**src/rtl/core/tprr_pkg.sv**
```systemverilog
`timescale 1ns / 1ps
// ----------------------------------------------------------------------------
// Three-level priority round-robin unit: shared types and helpers
// Request and response payloads, request and status codes, queue geometry
// and the circular pointer arithmetic used by the scheduler.
// ----------------------------------------------------------------------------
package tprr_pkg;

   localparam int QUEUE_DEPTH = 16;
   localparam int ID_BITS     = 8;
   localparam int NUM_LEVELS  = 3;

   localparam int PTR_W   = $clog2(QUEUE_DEPTH);
   localparam int CNT_W   = $clog2(QUEUE_DEPTH + 1);
   localparam int TOTAL_W = $clog2(NUM_LEVELS * QUEUE_DEPTH + 1);
   localparam int ADDR_W  = $clog2(NUM_LEVELS * QUEUE_DEPTH);

   // Priority levels as seen on the request
   localparam logic [2:0] PRIO_LOW  = 3'd1;
   localparam logic [2:0] PRIO_MID  = 3'd3;
   localparam logic [2:0] PRIO_HIGH = 3'd5;

   // Internal level indexes
   localparam logic [1:0] LV_LOW  = 2'd0;
   localparam logic [1:0] LV_MID  = 2'd1;
   localparam logic [1:0] LV_HIGH = 2'd2;

   typedef enum logic [1:0] {
      REQ_ENQUEUE  = 2'd0,
      REQ_REMOVE   = 2'd1,
      REQ_SELECT   = 2'd2,
      REQ_RESERVED = 2'd3
   } req_code_type;

   typedef enum logic [1:0] {
      ST_OK        = 2'd0,
      ST_INVALID   = 2'd1,
      ST_NOT_FOUND = 2'd2,
      ST_FULL      = 2'd3
   } status_type;

   typedef struct packed {
      req_code_type       req_type;
      logic [ID_BITS-1:0] task_id;
      logic [2:0]         task_level;
      logic               task_ready;
      logic               skip_state_check;
   } tprr_req_type;

   typedef struct packed {
      status_type         status;
      logic [ID_BITS-1:0] chosen_id;
      logic               chosen_valid;
      logic [TOTAL_W-1:0] total_tasks;
   } tprr_rsp_type;

   // Advance a circular pointer by one
   function automatic logic [PTR_W-1:0] ptr_inc(input logic [PTR_W-1:0] ptr);
      logic [PTR_W-1:0] res;
      if (ptr == PTR_W'(QUEUE_DEPTH - 1)) begin
         res = '0;
      end else begin
         res = ptr + PTR_W'(1);
      end
      return res;
   endfunction

   // Head plus count, wrapped; the sum stays below twice the depth
   function automatic logic [PTR_W-1:0] ptr_add(input logic [PTR_W-1:0] ptr,
                                               input logic [CNT_W-1:0] cnt);
      logic [CNT_W:0] sum;
      sum = (CNT_W + 1)'(ptr) + (CNT_W + 1)'(cnt);
      if (sum >= (CNT_W + 1)'(QUEUE_DEPTH)) begin
         sum = sum - (CNT_W + 1)'(QUEUE_DEPTH);
      end
      return PTR_W'(sum);
   endfunction

   // Each level owns one contiguous slice of the shared store
   function automatic logic [ADDR_W-1:0] ram_addr(input logic [1:0]       lv,
                                                 input logic [PTR_W-1:0] ptr);
      return ADDR_W'(lv) * ADDR_W'(QUEUE_DEPTH) + ADDR_W'(ptr);
   endfunction

endpackage

```
**src/rtl/core/tprr_ram.sv**
```systemverilog
`timescale 1ns / 1ps
// ----------------------------------------------------------------------------
// Generic simple dual-port RAM
// One write port, one read port, read data registered.
// ----------------------------------------------------------------------------
module tprr_ram #(
   parameter int WIDTH = 8,
   parameter int DEPTH = 48
) (
   input  logic                     clock,
   input  logic                     wr_en,
   input  logic [$clog2(DEPTH)-1:0] wr_addr,
   input  logic [WIDTH-1:0]         wr_data,
   input  logic [$clog2(DEPTH)-1:0] rd_addr,
   output logic [WIDTH-1:0]         rd_data
);

   logic [WIDTH-1:0] mem_ff [DEPTH];
   logic [WIDTH-1:0] rd_data_ff;

   always_ff @(posedge clock) begin
      if (wr_en) begin
         mem_ff[wr_addr] <= wr_data;
      end
      rd_data_ff <= mem_ff[rd_addr];
   end

   assign rd_data = rd_data_ff;

endmodule

```
**src/rtl/core/three_level_priority_round_robin_unit.sv**
```systemverilog
`timescale 1ns / 1ps
// ----------------------------------------------------------------------------
// Three-level priority round-robin unit
// Keeps circular queues of task ids for the low, mid and high priority
// levels in one shared RAM and serves enqueue, remove and select requests.
// ----------------------------------------------------------------------------
//
//   Channel   Ports                     Handshake
//   -------   -----------------------   ------------------------------------
//   request   start, busy, req_data     taken when start high and busy low
//   response  rsp_strobe, rsp_data      one-cycle strobe, cannot be stalled
//
// Enqueue and rejected requests answer in the cycle after acceptance,
// select after the head read and then the copy to the tail. Remove reads
// one entry a cycle through each level in turn, then rotates the k entries
// ahead of the match behind the tail, one a cycle, through the RAM port.
// busy is high only while a select or remove is in progress; no stalls.
// Reset clears heads, counts and control; queue contents need no clearing.
// ----------------------------------------------------------------------------
module three_level_priority_round_robin_unit (
   input  logic                  clock,
   input  logic                  reset,
   input  logic                  start,
   output logic                  busy,
   input  tprr_pkg::tprr_req_type req_data,
   output logic                  rsp_strobe,
   output tprr_pkg::tprr_rsp_type rsp_data
);
   import tprr_pkg::*;

   typedef enum logic [3:0] {
      S_IDLE   = 4'b0001,
      S_SEARCH = 4'b0010,
      S_MOVE   = 4'b0100,
      S_SELECT = 4'b1000
   } fsm_type;

   // Control state
   fsm_type            state_ff,      state_in;
   logic [PTR_W-1:0]   head_ff  [NUM_LEVELS];
   logic [PTR_W-1:0]   head_in  [NUM_LEVELS];
   logic [CNT_W-1:0]   count_ff [NUM_LEVELS];
   logic [CNT_W-1:0]   count_in [NUM_LEVELS];
   logic [TOTAL_W-1:0] total_ff,      total_in;
   logic               pend_ff,       pend_in;
   logic               wr_pend_ff,    wr_pend_in;
   logic               cur_end_ff,    cur_end_in;
   logic               rsp_strobe_ff, rsp_strobe_in;

   // Working registers
   logic [ID_BITS-1:0] id_ff,       id_in;
   logic [1:0]         cur_lv_ff,   cur_lv_in;
   logic [CNT_W-1:0]   cur_i_ff,    cur_i_in;
   logic [PTR_W-1:0]   cur_ptr_ff,  cur_ptr_in;
   logic [1:0]         pend_lv_ff,  pend_lv_in;
   logic [CNT_W-1:0]   pend_i_ff,   pend_i_in;
   logic [CNT_W-1:0]   k_ff,        k_in;
   logic [PTR_W-1:0]   wr_ptr_ff,   wr_ptr_in;
   tprr_rsp_type       rsp_ff,      rsp_in;

   // Shared queue store
   logic               ram_we;
   logic [ADDR_W-1:0]  ram_waddr;
   logic [ID_BITS-1:0] ram_wdata;
   logic [ADDR_W-1:0]  ram_raddr;
   logic [ID_BITS-1:0] ram_rd_data;

   // Request decode
   logic [1:0]         enq_lv;
   logic               enq_lv_ok;
   logic [1:0]         nxt_lv;

   tprr_ram #(
      .WIDTH (ID_BITS),
      .DEPTH (NUM_LEVELS * QUEUE_DEPTH)
   ) u_queue_ram (
      .clock   (clock),
      .wr_en   (ram_we),
      .wr_addr (ram_waddr),
      .wr_data (ram_wdata),
      .rd_addr (ram_raddr),
      .rd_data (ram_rd_data)
   );

   // Map the priority level onto a queue index
   always_comb begin
      enq_lv    = LV_LOW;
      enq_lv_ok = 1'b1;
      unique case (req_data.task_level)
         PRIO_LOW:  enq_lv = LV_LOW;
         PRIO_MID:  enq_lv = LV_MID;
         PRIO_HIGH: enq_lv = LV_HIGH;
         default:   enq_lv_ok = 1'b0;
      endcase
   end

   assign nxt_lv = cur_lv_ff + 2'd1;

   always_comb begin
      state_in      = state_ff;
      head_in       = head_ff;
      count_in      = count_ff;
      total_in      = total_ff;
      pend_in       = pend_ff;
      wr_pend_in    = wr_pend_ff;
      cur_end_in    = cur_end_ff;
      rsp_strobe_in = 1'b0;
      id_in         = id_ff;
      cur_lv_in     = cur_lv_ff;
      cur_i_in      = cur_i_ff;
      cur_ptr_in    = cur_ptr_ff;
      pend_lv_in    = pend_lv_ff;
      pend_i_in     = pend_i_ff;
      k_in          = k_ff;
      wr_ptr_in     = wr_ptr_ff;
      rsp_in        = rsp_ff;
      ram_we        = 1'b0;
      ram_waddr     = '0;
      ram_wdata     = '0;
      ram_raddr     = '0;

      unique case (state_ff)
         S_IDLE: begin
            if (start) begin
               id_in               = req_data.task_id;
               rsp_in.chosen_id    = '0;
               rsp_in.chosen_valid = 1'b0;
               unique case (req_data.req_type)
                  REQ_ENQUEUE: begin
                     rsp_strobe_in = 1'b1;
                     if (!req_data.task_ready && !req_data.skip_state_check) begin
                        rsp_in.status = ST_INVALID;
                     end else if (!enq_lv_ok) begin
                        rsp_in.status = ST_INVALID;
                     end else if (count_ff[enq_lv] == CNT_W'(QUEUE_DEPTH)) begin
                        rsp_in.status = ST_FULL;
                     end else begin
                        // append at the tail of the level
                        ram_we           = 1'b1;
                        ram_waddr        = ram_addr(enq_lv,
                                              ptr_add(head_ff[enq_lv], count_ff[enq_lv]));
                        ram_wdata        = req_data.task_id;
                        count_in[enq_lv] = count_ff[enq_lv] + CNT_W'(1);
                        total_in         = total_ff + TOTAL_W'(1);
                        rsp_in.status    = ST_OK;
                     end
                  end
                  REQ_REMOVE: begin
                     if (req_data.task_ready && !req_data.skip_state_check) begin
                        rsp_strobe_in = 1'b1;
                        rsp_in.status = ST_INVALID;
                     end else begin
                        // walk from the head of the low queue
                        state_in   = S_SEARCH;
                        cur_lv_in  = LV_LOW;
                        cur_i_in   = '0;
                        cur_ptr_in = head_ff[LV_LOW];
                        cur_end_in = 1'b0;
                        pend_in    = 1'b0;
                     end
                  end
                  REQ_SELECT: begin
                     priority if (count_ff[LV_HIGH] != '0) begin
                        cur_lv_in = LV_HIGH;
                        ram_raddr = ram_addr(LV_HIGH, head_ff[LV_HIGH]);
                        state_in  = S_SELECT;
                     end else if (count_ff[LV_MID] != '0) begin
                        cur_lv_in = LV_MID;
                        ram_raddr = ram_addr(LV_MID, head_ff[LV_MID]);
                        state_in  = S_SELECT;
                     end else if (count_ff[LV_LOW] != '0) begin
                        cur_lv_in = LV_LOW;
                        ram_raddr = ram_addr(LV_LOW, head_ff[LV_LOW]);
                        state_in  = S_SELECT;
                     end else begin
                        rsp_strobe_in = 1'b1;
                        rsp_in.status = ST_NOT_FOUND;
                     end
                  end
                  REQ_RESERVED: begin
                     rsp_strobe_in = 1'b1;
                     rsp_in.status = ST_INVALID;
                  end
               endcase
            end
         end

         S_SEARCH: begin
            pend_in = 1'b0;
            priority if (pend_ff && (ram_rd_data == id_ff)) begin
               // first match: rotate the entries ahead of it behind the tail
               state_in   = S_MOVE;
               cur_lv_in  = pend_lv_ff;
               k_in       = pend_i_ff;
               cur_i_in   = '0;
               cur_ptr_in = head_ff[pend_lv_ff];
               wr_ptr_in  = ptr_add(head_ff[pend_lv_ff], count_ff[pend_lv_ff]);
               wr_pend_in = 1'b0;
            end else if (cur_end_ff) begin
               // drain the last compare, then report a miss
               if (!pend_ff) begin
                  state_in      = S_IDLE;
                  rsp_strobe_in = 1'b1;
                  rsp_in.status = ST_NOT_FOUND;
               end
            end else if (cur_i_ff < count_ff[cur_lv_ff]) begin
               ram_raddr  = ram_addr(cur_lv_ff, cur_ptr_ff);
               pend_in    = 1'b1;
               pend_lv_in = cur_lv_ff;
               pend_i_in  = cur_i_ff;
               cur_i_in   = cur_i_ff + CNT_W'(1);
               cur_ptr_in = ptr_inc(cur_ptr_ff);
            end else begin
               // level exhausted: advance to the next one
               cur_i_in = '0;
               if (cur_lv_ff == LV_HIGH) begin
                  cur_end_in = 1'b1;
               end else begin
                  cur_lv_in  = nxt_lv;
                  cur_ptr_in = head_ff[nxt_lv];
               end
            end
         end

         S_MOVE: begin
            wr_pend_in = 1'b0;
            if (wr_pend_ff) begin
               ram_we    = 1'b1;
               ram_waddr = ram_addr(cur_lv_ff, wr_ptr_ff);
               ram_wdata = ram_rd_data;
               wr_ptr_in = ptr_inc(wr_ptr_ff);
            end
            if (cur_i_ff < k_ff) begin
               ram_raddr  = ram_addr(cur_lv_ff, cur_ptr_ff);
               wr_pend_in = 1'b1;
               cur_i_in   = cur_i_ff + CNT_W'(1);
               cur_ptr_in = ptr_inc(cur_ptr_ff);
            end else if (!wr_pend_ff) begin
               // new head sits just past the removed entry
               head_in[cur_lv_ff]  = ptr_inc(cur_ptr_ff);
               count_in[cur_lv_ff] = count_ff[cur_lv_ff] - CNT_W'(1);
               total_in            = total_ff - TOTAL_W'(1);
               state_in            = S_IDLE;
               rsp_strobe_in       = 1'b1;
               rsp_in.status       = ST_OK;
            end
         end

         S_SELECT: begin
            // copy head to tail and advance the head
            ram_we              = 1'b1;
            ram_waddr           = ram_addr(cur_lv_ff,
                                     ptr_add(head_ff[cur_lv_ff], count_ff[cur_lv_ff]));
            ram_wdata           = ram_rd_data;
            head_in[cur_lv_ff]  = ptr_inc(head_ff[cur_lv_ff]);
            state_in            = S_IDLE;
            rsp_strobe_in       = 1'b1;
            rsp_in.status       = ST_OK;
            rsp_in.chosen_id    = ram_rd_data;
            rsp_in.chosen_valid = 1'b1;
         end

         default: begin
            state_in = S_IDLE;
         end
      endcase

      rsp_in.total_tasks = total_in;
   end

   always_ff @(posedge clock) begin
      if (reset) begin
         state_ff      <= S_IDLE;
         total_ff      <= '0;
         pend_ff       <= 1'b0;
         wr_pend_ff    <= 1'b0;
         cur_end_ff    <= 1'b0;
         rsp_strobe_ff <= 1'b0;
         for (int i = 0; i < NUM_LEVELS; i++) begin
            head_ff[i]  <= '0;
            count_ff[i] <= '0;
         end
      end else begin
         state_ff      <= state_in;
         total_ff      <= total_in;
         pend_ff       <= pend_in;
         wr_pend_ff    <= wr_pend_in;
         cur_end_ff    <= cur_end_in;
         rsp_strobe_ff <= rsp_strobe_in;
         head_ff       <= head_in;
         count_ff      <= count_in;
      end
   end

   always_ff @(posedge clock) begin
      id_ff      <= id_in;
      cur_lv_ff  <= cur_lv_in;
      cur_i_ff   <= cur_i_in;
      cur_ptr_ff <= cur_ptr_in;
      pend_lv_ff <= pend_lv_in;
      pend_i_ff  <= pend_i_in;
      k_ff       <= k_in;
      wr_ptr_ff  <= wr_ptr_in;
      rsp_ff     <= rsp_in;
   end

   assign busy       = (state_ff != S_IDLE);
   assign rsp_strobe = rsp_strobe_ff;
   assign rsp_data   = rsp_ff;

endmodule
```
**config.mk**
```make
export PLATFORM = sky130hd
export DESIGN_NAME = three_level_priority_round_robin_unit
export DESIGN_NICKNAME = d
export VERILOG_FILES = /design/src/rtl/core/tprr_pkg.sv /design/src/rtl/core/tprr_ram.sv /design/src/rtl/core/three_level_priority_round_robin_unit.sv
export SDC_FILE = /design/constraint.sdc
export NUM_CORES = 1
export LEC_CHECK = 0
export BUFFER_PORTS_ARGS = -buffer_cell sky130_fd_sc_hd__buf_2
export CORE_MARGIN = 10
export CORE_UTILIZATION = 63
export CTS_CLUSTER_SIZE = 16
export DETAILED_ROUTE_END_ITERATION = 6
export PLACE_DENSITY = 0.8
export SETUP_SLACK_MARGIN = 0.5
export SYNTH_ARGS = -nofsm -noshare
export SYNTH_HDL_FRONTEND = slang
export SYNTH_SLANG_ARGS = --single-unit
export TNS_END_PERCENT = 20
```
**constraint.sdc**
```tcl
create_clock -name clock -period 5.55 [get_ports clock]
set_input_delay 0.8325 -clock clock [delete_from_list [all_inputs] [get_ports clock]]
set_output_delay 0.8325 -clock clock [all_outputs]
set_load 0.02 [all_outputs]
```
[Yosys cells after proc, flatten, opt, wreduce, memory -nomap -nowiden]
Memories as Yosys holds them, arrays and structs flattened. A register that Yosys moved wholly into a read port is not among the register bits.
Cells that the tools add are included.
Operators by class
  $add $sub $neg: 21
  order comparisons: 11
  eq/ne operators: 45
  multiplexer cells: 188
  bitwise operators: 6
  reduce and logical (&&, ||, !) cells: 35
Operators with widths (number)
  4-bit two-way mux: 47
  6-bit two-way mux: 21
  15-bit two-way mux: 7
  5-bit two-way mux: 15
  8-bit two-way mux: 6
  2-bit two-way mux: 21
  6-bit one-hot mux with 3 select lines: 2
  4-bit binary-select mux with 2-bit select: 4
  1-bit two-way mux: 31
  5-bit binary-select mux with 2-bit select: 3
  15-bit bitwise mux: 2
  3-bit inequality test, second input constant: 10
  15-bit one-hot mux with 2 select lines: 1
  2-bit inequality test, second input constant: 13
  6-bit by 4-bit adder with 6-bit output: 4
  12-bit bitwise mux: 2
  12-bit two-way mux: 2
  12-bit one-hot mux with 2 select lines: 1
  4-bit one-hot mux with 3 select lines: 2
  8-bit one-hot mux with 3 select lines: 1
  8-bit AND reduction: 3
  5-bit demux with 2-bit select: 2
  4-bit by 5-bit adder with 6-bit output: 3
  6-bit by 5-bit greater-or-equal comparator with 1-bit output, second input constant: 3
  other kinds (57): 100
Word-level totals
  register bits: 93
  RAM bits: 384
  bits of input ports: 18
  output and inout port bits: 19
  word-level logic and storage cells: 331
  memories: 1
Memories
  u_queue_ram.mem_ff: depth 48, width 8, rd ports 1, clocked after memory_dff 1, wr ports 1, RTL line tprr_ram.sv:18  | logic [WIDTH-1:0] mem_ff [DEPTH];

[Longest topological paths before layout]
Gate-level depths: netlist of run 1.
  depth after elaboration: 22
  gate-level depth with buffers: 19

[By module]
A second synthesis of run 1 with hierarchy kept.
Unflattened totals
  cell total of the unflattened synthesis: 1499
  area, all modules: 21694.6 µm²
Modules (own cells, without submodules)
  tprr_ram: times used 1, cells each 790, area an instance 15334.7 µm², seq. area each 11691.2 µm²
  three_level_priority_round_robin_unit: times used 1, cells each 709, area an instance 6359.8 µm², seq. area each 2322.2 µm²

[Worst setup path after synthesis of run 1]
OpenSTA, ideal clock, no wires.
  kind: reg2reg
  from: reg cur_lv_ff[1]
  to: reg u_queue_ram.rd_data_ff[1] (netlist: u_queue_ram.rd_data[1]), read port of u_queue_ram.mem_ff
  arrival: 3949 ps
  data required time: 5455 ps
  path slack: 1506 ps
  stages on the path, launching flop included: 18
  period minus slack after synthesis: 4044 ps
  cell sequence: edfxtp_1 buf_2 buf_1 mux2i_1 o21ai_0 inv_1 ha_1 and4_1 o311a_1 nand2b_1 buf_2 o41a_1 o32ai_2 clkbuf_1 nand2_1 o221ai_1 o221ai_1 a221oi_1
Between the ends
  word-level cells in the longest chain between the ends: 9
  elaborated cells between the ends (all ways): 11
RTL lines
  start, declared: RTL line three_level_priority_round_robin_unit.sv:52  | logic [1:0] cur_lv_ff, cur_lv_in;
  start signal, assigned: RTL line three_level_priority_round_robin_unit.sv:297  | cur_lv_ff <= cur_lv_in;
  2-bit inverter with 3-bit output (not written as such): RTL line three_level_priority_round_robin_unit.sv:206  | end else if (cur_i_ff < count_ff[cur_lv_ff]) begin
  5-bit binary-select mux with 2-bit select: RTL line three_level_priority_round_robin_unit.sv:206
  5-bit two-way mux (not written as such) (2 in series): RTL line three_level_priority_round_robin_unit.sv:206
  5-bit < comparator: RTL line three_level_priority_round_robin_unit.sv:206
  6-bit two-way mux: RTL line three_level_priority_round_robin_unit.sv:206
  6-bit two-way mux: RTL line three_level_priority_round_robin_unit.sv:199  | end else if (cur_end_ff) begin
  6-bit two-way mux: RTL line three_level_priority_round_robin_unit.sv:190  | priority if (pend_ff && (ram_rd_data == id_ff)) begin
  6-bit one-hot mux with 3 select lines (*): RTL line three_level_priority_round_robin_unit.sv:122  | unique case (state_ff)
  end, declared: RTL line tprr_ram.sv:19  | logic [WIDTH-1:0] rd_data_ff;
Mark *: on every way between the ends. The rest lies on a longest branch, timed or not. The select of a mux whose other input is x is not followed.
A chain may end at the register's enable or synchronous reset.

[Worst setup path in the final report of run 1]
  from: reg cur_lv_ff[1]
  to: reg u_queue_ram.rd_data_ff[5] (netlist: u_queue_ram.rd_data[5]), read port of u_queue_ram.mem_ff
Same word-level chain as after synthesis.

==> results by group, run 1 <==
Run status
  • Status: completed

Timing
  • Slew @ Worst Pin: 1.18 ns
  • Max-slew headroom: 21.2%
  • Max-slew violation count: 0
  • Fin crit period: 5.02 ns
  • Setup_tns: 0 ns
  • Worst Clk Skew: 0.0327 ns
  • Tcrit/Tclk final: 90.4%
  • RSZ-0062 raised after global routing: true
  • Final hold violation count: 0
  • Count of final setup violators: 0
  • Max frequency: 199 MHz

Power and ir drop
  • PD cells: 300 nW/µm²
  • Leakage: 8.68 nW
  • Worst IR Drop VDD: 321 µV

Global route
  • Largest net degree at the start of global routing: 107
  • First-pass GRT wire length: 92,400 µm
  • Grt ovf: 0
  • Antenna violations before repair: 0
  • Vias in the first global route: 15,141
  • All-layer global routing usage: 28.6%

Clock tree
  • TritonCTS clock tree: done
  • Maximum root-to-sink buffer count: 3
  • Num CTS Buffers: 47
  • Later-pin clock latency in the skew report: 0.59 ns
  • CTS Root Buffer Type: clkbuf_16
  • Clock sinks: 485
  • Clock transition at path regs: 0.06 ns
  • H-tree levels: 2

Yosys
  • Syn Std Cell Area: 21,900 µm²
  • Ys flop type: edfxtp_1
  • Post-synth cell types: 80
  • Asr flop ratio synth: 0%
  • Post-synth EDFFs: 430
  • Part of the Yosys area used for sequential elements: 63.9%
  • Syn Nets: 1,812
  • Cell count after synthesis: 1,760
  • Syn avg cell area: 12.5 µm²
  • Yosys warning count: 0
  • Seq cells post-synth: 485

Finish
  • ANT cells: 0
  • Sequential cell area: 14,000 µm²
  • Layout cells sized above 1: 11.6%
  • Area of the multi-input gates: 7340 µm²
  • FILL cells: 2,323
  • Area delta synth->final: 10.9%
  • Commonest non-fill, non-tap cell in the layout: edfxtp_1
  • Commonest cells after routing, fill and taps aside: edfxtp_1 (430), nand2_1 (175), nor2_1 (128), and3_1 (94), a21oi_1 (80)
  • Final nets: 1,865
  • Cell Count, Final, Fillers Out: 2,306

Route
  • Drt drc: 0
  • Wire per inst: 26.8 µm
  • ANT nets after route: 0
  • Drt total wl: 61,800 µm
  • Vias: 15,992
  • DRT Pass-1 Iters: 6
  • Via density: 6.93
  • Iteration-0 DRC Markers: 2,115

Placement
  • Cells after DPL: 2,216
  • Post-DP HPWL: 40,600 µm
  • I/O Buffers: 36
  • Routability congestion estimate from global placement: 0.998

Worst setup path
  • Worst-path maximum fanout: 16
  • WP data required: 6.05 ns
  • CP Launch Type: flip-flop
  • Crit path DAT: 5.52 ns
  • CP endpoint kind: flip-flop
  • Kind of critical path: flip-flop to flip-flop

Floorplanning
  • Die ar.: 42,700 µm²
  • I/O pin total: 37
  • Die width: 207 µm
  • Die Ht: 207 µm
  • Initial Utilization: 63.6%
  • Rows: 68
  • Core box area: 34,500 µm²

Min path
  • Hold WC Path Type: flip-flop to flip-flop

Flow run
  • Max Cap Viol: 0
-- cells by family after synthesis --
| group | share of synthesized area (%) |
|---|---|
| xor gates and xnor gates | 1.36 |
| DFF | 63.9 |
| adders and majority gates | 2.05 |
| muxes | 2.52 |
| buffers and inverters | 3.14 |
| and+or+nand+nor | 12.0 |
| AOI/OAI and AO/OA | 15.0 |
-- per-stage QoR --
step	power, mW	hold WS [ns]	utilization (%)	worst slack (ns)	area (µm²)
floorplan	4.22	0.400	-	1.51	21900
global placement	4.32	0.402	66.1	0.636	22800
detailed placement	4.32	0.405	66.1	0.591	22800
CTS	7.29	0.420	70.4	0.514	24200
global route	7.47	0.441	70.6	0.461	24300
finish	7.29	0.425	70.6	0.533	24300
-- path summary, 6_finish.rpt --
check / end / start / cells past startpoint / slack [ns]
max: u_queue_ram.rd_data[5] / cur_lv_ff[1] / 16 / 0.53
min: k_ff[4] / pend_i_ff[4] / 0 / 0.42
max reg2reg: u_queue_ram.rd_data[5] / cur_lv_ff[1] / 16 / 0.53
min reg2reg: k_ff[4] / pend_i_ff[4] / 0 / 0.42
-- power breakdown --
part,internal [mW],switching (mW)
Combinational,0.0843,0.191
Clock,1.69,1.35
Sequential,3.96,0.0178
-- flip-flops by register name, indices dropped and copies added, names as in the netlist, 6 cells and up --
signal               cells
u_queue_ram.mem_ff     384
rsp_data                17
count_ff                15
head_ff                 12
id_ff                    8
u_queue_ram.rd_data      8
total_ff                 6
-- per-layer routing --
layer  share of wire, %  wire length, µm  GRT usage [%]  vias to the layer above
met5                  0                0              0                        -
met4                3.6             2220           11.7                        0
met3                 13             8070           6.63                      156
met2                 46            28200           43.4                     1120
met1                 38            23300           39.3                     7772
li1                   -                -              -                     6944
-- layout make-up --
| cell class | instances | share of cell area, % |
|---|---|---|
| tap | 455 | 2.34 |
| clock buffer | 61 | 5.14 |
| multi-input combinational | 1130 | 30.2 |
| sequential | 485 | 57.6 |
| inverter | 33 | 0.509 |
| clock inverter | 26 | 0.854 |
| timing repair buffer | 116 | 3.36 |
-- synthesized netlist by cell type (all sizes together) (12+ instances only) --
master   number  share of area, %
a2111oi      31               1.3
a211oi       67               2.3
a21boi       12              0.43
a21o         14              0.48
a21oi        82               1.9
a221oi       23              0.95
a22oi        22              0.75
a31oi        17              0.49
a32oi        18              0.72
and2         17              0.49
and3         94               2.7
buf          38               1.3
clkbuf       75               1.3
dfxtp        55               5.0
edfxtp      430                59
ha           32               1.8
inv          33              0.57
mux2i        54               2.5
nand2       176               3.0
nand3        36              0.82
nor2        130               2.2
nor2b        15              0.43
nor3         21              0.48
nor4         13              0.40
o21ai        68               1.6
o22ai        31              0.88
xnor2        24              0.96
-- critical path: stages, from the launching register on --
cell	delay, ns
edfxtp_1	0.36
buf_4	0.27
mux2i_1	0.22
nor2_1	0.06
a21oi_1	0.36
ha_1	0.35
a21o_1	0.17
a21oi_1	0.23
nand2b_1	0.34
o41a_1	0.52
buf_4	0.20
o211ai_4	0.44
buf_4	0.26
a211oi_1	0.10
nor4b_1	0.60
a311oi_1	0.16
nor4_1	0.31
-- timing repair --
item / 4_1_cts / 5_1_grt
hold buffers: 0 / 0
gates resized for setup: 0 / 7
buffers inserted: 0 / 2
setup endpoints to repair: 0 / 8
Power figures use the tool's default switching activity.
==> inputs of run 2 (changes only) <==
- BUFFER_PORTS_ARGS: -buffer_cell sky130_fd_sc_hd__buf_2 -> -buffer_cell sky130_fd_sc_hd__buf_4
==> run 2 against run 1 <==
Register-to-register slack improved by 0.19 ns. Cell count is essentially flat. Power fell by 0.31%. Clock power decreased by 1%. Sequential share of layout area shrank 0.22 points. Largest power group unchanged.
==> results by group, run 2 (synthesized netlist as in run 1, its figures left out) <==
Run status
  • Status: completed

Timing
  • Tcrit/Tclk final: 87.0%
  • Fin crit period: 4.83 ns
  • Max-slew headroom: 9.65%
  • Worst Clk Skew: 0.0144 ns
  • Slew @ Worst Pin: 1.36 ns
  • Max-slew violation count: 0
  • RSZ-0062 raised after global routing: true
  • Count of final setup violators: 0
  • Max frequency: 207 MHz
  • Setup_tns: 0 ns
  • Final hold violation count: 0

Worst setup path
  • Kind of critical path: flip-flop to flip-flop
  • WP data required: 6.03 ns
  • Crit-path max cell delay: 0.77 ns
  • Crit path DAT: 5.31 ns
  • CP endpoint kind: flip-flop
  • Worst-path maximum fanout: 13
  • Slowest-stage cell, CP: o32ai_2
  • CP Launch Type: flip-flop
  • CP Cell Sequence: buf_4 > mux2i_1 > nor2_1 > a21oi_2 > ha_1 > a41o_1 > a21oi_1 > nand2b_2 > o41a_2 > o32ai_2 > a211oi_1 > a31oi_1 > o221ai_1 > a221oi_1

Global route
  • All-layer global routing usage: 28.6%
  • Vias in the first global route: 15,327
  • Grt ovf: 0
  • First-pass GRT wire length: 92,200 µm
  • Antenna violations before repair: 0
  • Largest net degree at the start of global routing: 80

Finish
  • Area of the multi-input gates: 7360 µm²
  • Commonest cells after routing, fill and taps aside: edfxtp_1 (430), nand2_1 (175), nor2_1 (128), buf_4 (108), and3_1 (94)
  • FILL cells: 2,256
  • Area delta synth->final: 11.3%
  • Layout cells sized above 1: 11.6%
  • Biggest register: u_queue_ram.mem_ff
  • Sequential cell area: 14,000 µm²
  • Cell Count, Final, Fillers Out: 2,305
  • Commonest non-fill, non-tap cell in the layout: edfxtp_1
  • Max reg flops: 384
  • Final nets: 1,865
  • Fin util: 70.8%
  • ANT cells: 0
  • Final Instance Area: 24,400 µm²

Route
  • Drt drc: 0
  • Via density: 7.02
  • ANT nets after route: 0
  • Drt total wl: 62,700 µm
  • Top Metal Used: met4
  • DRT Pass-1 Iters: 7
  • Vias: 16,173
  • DRT met1 WL: 22,700 µm
  • Wire per inst: 27.2 µm
  • Iteration-0 DRC Markers: 2,546
  • Metal2 WL: 29,100 µm
  • Metal3 WL: 8550 µm

Placement
  • Cells after DPL: 2,216
  • Placed cell area: 22,900 µm²
  • Post-DP HPWL: 40,100 µm
  • I/O Buffers: 36
  • Routability congestion estimate from global placement: 1.05

Floorplanning
  • Rows: 68
  • Core box area: 34,500 µm²
  • Die ar.: 42,700 µm²
  • Die width: 207 µm
  • I/O pin total: 37
  • Initial Utilization: 63.6%
  • Die Ht: 207 µm

Clock tree
  • Num CTS Buffers: 48
  • H-tree levels: 2
  • CTS Root Buffer Type: clkbuf_16
  • Clock sinks: 485
  • CTS Hold Bufs: 0
  • Later-pin clock latency in the skew report: 0.58 ns
  • Maximum root-to-sink buffer count: 3
  • # Post-CTS Setup Buffers: 0
  • TritonCTS clock tree: done
  • Clock transition at path regs: 0.06 ns

Power and ir drop
  • PD cells: 298 nW/µm²
  • Worst IR Drop VDD: 290 µV
  • Leakage: 8.70 nW

Flow run
  • Max Cap Viol: 0

Min path
  • Hold WC Path Type: flip-flop to flip-flop
run 2: changes by cell type in the layout (fill, tap and decap cells not counted), sizes merged:
cell      change
buf           -2
bufinv        -2
clkbuf        +5
clkinvlp      -3
o32ai         +1
run 2: repair_timing:
item	CTS	global route
pin swaps	0	2
hold endpoints to repair	0	0
gates resized for setup	1	17
gates cloned	0	2
setup endpoints to repair	3	40
run 2: layer usage:
layer,vias to the layer above,global-route usage [%]
li1,6943,-
met1,7785,37.9
met2,1233,45.0
met3,212,7.24
met4,0,10.9
met5,-,0
run 2: area by class of cell:
cell class                 instances  area share, %
clock buffer                      66           5.41
clock inverter                    21          0.436
inverter                          33          0.507
multi-input combinational       1131           30.1
sequential                       485           57.4
tap                              455           2.33
timing repair buffer             114           3.76
run 2: path summary, 6_finish.rpt:
kind           startpoint                endpoint  slack, ns  cells past startpoint
max reg2reg  cur_lv_ff[1]  u_queue_ram.rd_data[1]       0.72                     14
min reg2reg  pend_i_ff[2]                 k_ff[2]       0.42                      0
min          pend_i_ff[2]                 k_ff[2]       0.42                      0
max          cur_lv_ff[1]  u_queue_ram.rd_data[1]       0.72                     14
run 2: where the power goes:
part | switching (mW) | total [mW] | internal (mW) | leakage, nW
Combinational | 0.192 | 0.285 | 0.0937 | 3.36
Sequential | 0.0191 | 3.98 | 3.96 | 4.64
Clock | 1.34 | 3.00 | 1.66 | 0.699
Total | 1.55 | 7.27 | 5.72 | 8.70
run 2: critical path, delay by kind of cell (launching register included):
kind / cells / cell delay [ns]
adder cells (fa/ha/maj): 1 / 0.31
flip-flops: 1 / 0.45
multiplexers: 1 / 0.23
AND/OR/NAND/NOR: 2 / 0.31
AO/OA/AOI/OAI: 9 / 3.12
buffers and inverters: 1 / 0.29
run 2: metrics by stage:
stage                     hold slack (ns)  worst slack [ns]  total power, mW
final                               0.421             0.719             7.27
after global routing                0.442             0.416             7.44
after CTS                           0.420             0.449             7.26
after detailed placement            0.406             0.464             4.33
after global placement              0.401             0.634             4.32
after floorplan                     0.400              1.51             4.22
==> inputs of run 3 (changes only) <==
- SYNTH_HIERARCHICAL: unset -> 1
==> run 3 against run 2 <==
Setup slack worse by 0.023 ns. Clock skew up 0.0088 ns. Sequential share of layout area fell by 0.18 points. Critical endpoint is now u_queue_ram/rd_data[3].
==> results by group, run 3 <==
Global route
  • Largest net degree at the start of global routing: 49
  • Grt ovf: 0
  • First-pass GRT wire length: 82,600 µm
  • All-layer global routing usage: 25.9%
  • Vias in the first global route: 13,470
  • Antenna violations before repair: 0

Worst setup path
  • Worst R2R Start: cur_lv_ff[0]
  • Crit path DAT: 5.29 ns
  • CP startpoint: cur_lv_ff[0]
  • WP data required: 5.99 ns
  • Flop-to-flop setup slack: 0.70 ns
  • CP Launch Type: flip-flop
  • Kind of critical path: flip-flop to flip-flop
  • CP endpoint kind: flip-flop
  • Worst reg2reg path endpoint: u_queue_ram/rd_data[3]
  • Worst-path maximum fanout: 28
  • Reg2reg path depth: 17

Timing
  • Final hold violation count: 0
  • Tcrit/Tclk final: 87.5%
  • Final WS setup: 0.696 ns
  • Max frequency: 206 MHz
  • Max-slew violation count: 0
  • Slew @ Worst Pin: 1.35 ns
  • Worst Clk Skew: 0.0231 ns
  • RSZ-0062 raised after global routing: true
  • Count of final setup violators: 0
  • Fin crit period: 4.85 ns
  • Setup_tns: 0 ns
  • Max-slew headroom: 9.63%

Yosys
  • Ys flop type: edfxtp_1
  • Syn Nets: 1,554
  • Post-synth top cells: edfxtp_1 (430), mux2i_1 (155), nor2_1 (102), nand2_1 (68)
  • Post-synth cell types: 81
  • Syn avg cell area: 14.5 µm²
  • Part of the Yosys area used for sequential elements: 64.6%
  • Yosys warning count: 6
  • Most numerous cell in the Yosys netlist: edfxtp_1
  • Area contributors post-synth: edfxtp_1 (60%), mux2i_1 (7.2%), dfxtp_1 (5.1%), mux4_2 (4.2%), ha_1 (2.0%)
  • Yosys top cell by area: edfxtp_1
  • Cell count after synthesis: 1,499
  • Seq cells post-synth: 485
  • Syn Std Cell Area: 21,700 µm²
  • Post-synth top area share: 59.5%
  • Asr flop ratio synth: 0%
  • Post-synth EDFFs: 430

Placement
  • Post-DP HPWL: 36,300 µm
  • I/O Buffers: 36
  • Placed cell area: 22,700 µm²
  • Pre-CTS WS: 0.631 ns
  • Routability congestion estimate from global placement: 0.962

Finish
  • FILL cells: 2,065
  • Area delta synth->final: 12.9%
  • Biggest register: u_queue_ram/mem_ff
  • Area of the multi-input gates: 7150 µm²
  • Final Instance Area: 24,500 µm²
  • Commonest non-fill, non-tap cell in the layout: edfxtp_1
  • Fin util: 72.5%
  • Final nets: 1,645
  • Commonest cells after routing, fill and taps aside: edfxtp_1 (430), mux2i_1 (155), buf_4 (121), nor2_1 (101), nand2_1 (68)
  • Max reg flops: 384
  • Sequential cell area: 14,000 µm²
  • ANT cells: 0
  • Layout cells sized above 1: 16.7%

Floorplanning
  • Die Ht: 206 µm
  • Initial Utilization: 64.2%
  • Core box area: 33,800 µm²
  • Rows: 67
  • Die width: 206 µm
  • Die ar.: 42,300 µm²
  • I/O pin total: 37

Route
  • Drt drc: 0
  • Iteration-0 DRC Markers: 1,894
  • Drt total wl: 54,900 µm
  • Wire per inst: 26.4 µm
  • Via density: 6.75
  • DRT Pass-1 Iters: 5
  • Vias: 14,034
  • ANT nets after route: 0

Run status
  • Status: completed

Clock tree
  • H-tree levels: 2
  • Maximum root-to-sink buffer count: 3
  • Num CTS Buffers: 48
  • Clock transition at path regs: 0.06 ns
  • Clock sinks: 485
  • TritonCTS clock tree: done
  • Later-pin clock latency in the skew report: 0.58 ns
  • CTS Root Buffer Type: clkbuf_16

Min path
  • Hold Path Depth: 0
  • Hold WC Path Type: flip-flop to flip-flop
  • Worst Hold End: k_ff[2]
  • Hold Path Origin: pend_i_ff[2]

Power and ir drop
  • PD cells: 325 nW/µm²
  • Power Total: 7.95 mW
  • Leakage: 8.42 nW
  • Worst IR Drop VDD: 310 µV

Flow run
  • Max Cap Viol: 0
run 3: changes by cell type after synthesis, moves of 14 or more:
cell / before / now
nand3_1: 36 / 22
o21ai_0: 65 / 42
a22oi_1: 22 / 36
mux2i_1: 54 / 155
a22o_1: 10 / 36
mux4_2: 0 / 40
a32oi_1: 18 / 0
nor2_1: 129 / 102
a21oi_1: 82 / 55
a2111oi_0: 29 / 3
and3_1: 94 / 4
a211oi_1: 67 / 19
nand2_1: 175 / 68
clkbuf_1: 75 / 40
run 3: layer usage:
metal	track usage [%]	vias to the layer above	part of all wire (%)	routed length, µm
met4	8.32	0	3.1	1690
met5	0	-	0	0
met1	36.1	6970	40	21700
met2	40.8	843	47	25900
li1	-	6088	-	-
met3	4.59	133	10	5630
run 3: worst max-delay path by stage:
stage,to,depth (start not counted)
3_5_place_dp,u_queue_ram/mem_ff[16][7],12
2_1_floorplan,u_queue_ram/mem_ff[13][0],13
5_1_grt,u_queue_ram/rd_data[3],16
6_report,u_queue_ram/rd_data[3],17
3_3_place_gp,u_queue_ram/mem_ff[16][7],12
4_1_cts,u_queue_ram/rd_data[3],15
run 3: kinds of logic (layout without fill, tap and decap cells):
group	count (synthesis)	after routing	synth area share, %
flip-flops	485	485	64.6
AO/OA/AOI/OAI	324	324	11.0
AND/OR/NAND/NOR	306	306	6.81
multiplexers	198	198	11.5
buffers and inverters	120	251	2.70
adder cells (fa/ha/maj)	37	37	2.24
XOR/XNOR	29	29	1.17
run 3: report_power, final:
group          total, mW  internal (mW)  leakage, nW  switching (mW)
combinational      0.561          0.204         2.99           0.357
clock               3.32           1.97        0.789            1.36
sequential          4.07           4.01         4.64          0.0533
run 3: metrics by stage:
stage | hold WS, ns | instances
2_1_floorplan | 0.400 | 1499
3_3_place_gp | 0.401 | 1976
3_5_place_dp | 0.405 | 1976
4_1_cts | 0.419 | 2066
5_1_grt | 0.426 | 2078
6_report | 0.418 | 2078
run 3: worst max-delay path: stages (launching register included):
cell	delay (ns)
edfxtp_1	0.51
nor2b_1	0.18
buf_4	0.19
o2bb2ai_1	0.27
inv_1	0.11
ha_1	0.32
a2111oi_0	0.41
a21oi_1	0.17
o31ai_1	0.44
a221o_4	0.30
buf_12	0.13
buf_12	0.22
buf_4	0.23
mux2i_1	0.10
a22o_1	0.23
a221oi_1	0.27
o22ai_1	0.15
o41ai_2	0.46
run 3: timing repair:
| item | CTS | global route |
|---|---|---|
| hold endpoints to repair | 0 | 0 |
| setup buffers | 0 | 12 |
| resized for setup | 0 | 2 |
| endpoints found under the setup margin | 0 | 8 |
| hold buffers | 0 | 0 |
run 3: area by class of cell:
class / instances / share of cell area (%)
inverter: 35 / 0.536
clock inverter: 25 / 1.25
clock buffer: 65 / 5.42
sequential: 485 / 57.2
multi-input combinational: 894 / 29.2
tap: 448 / 2.29
timing repair buffer: 126 / 4.08
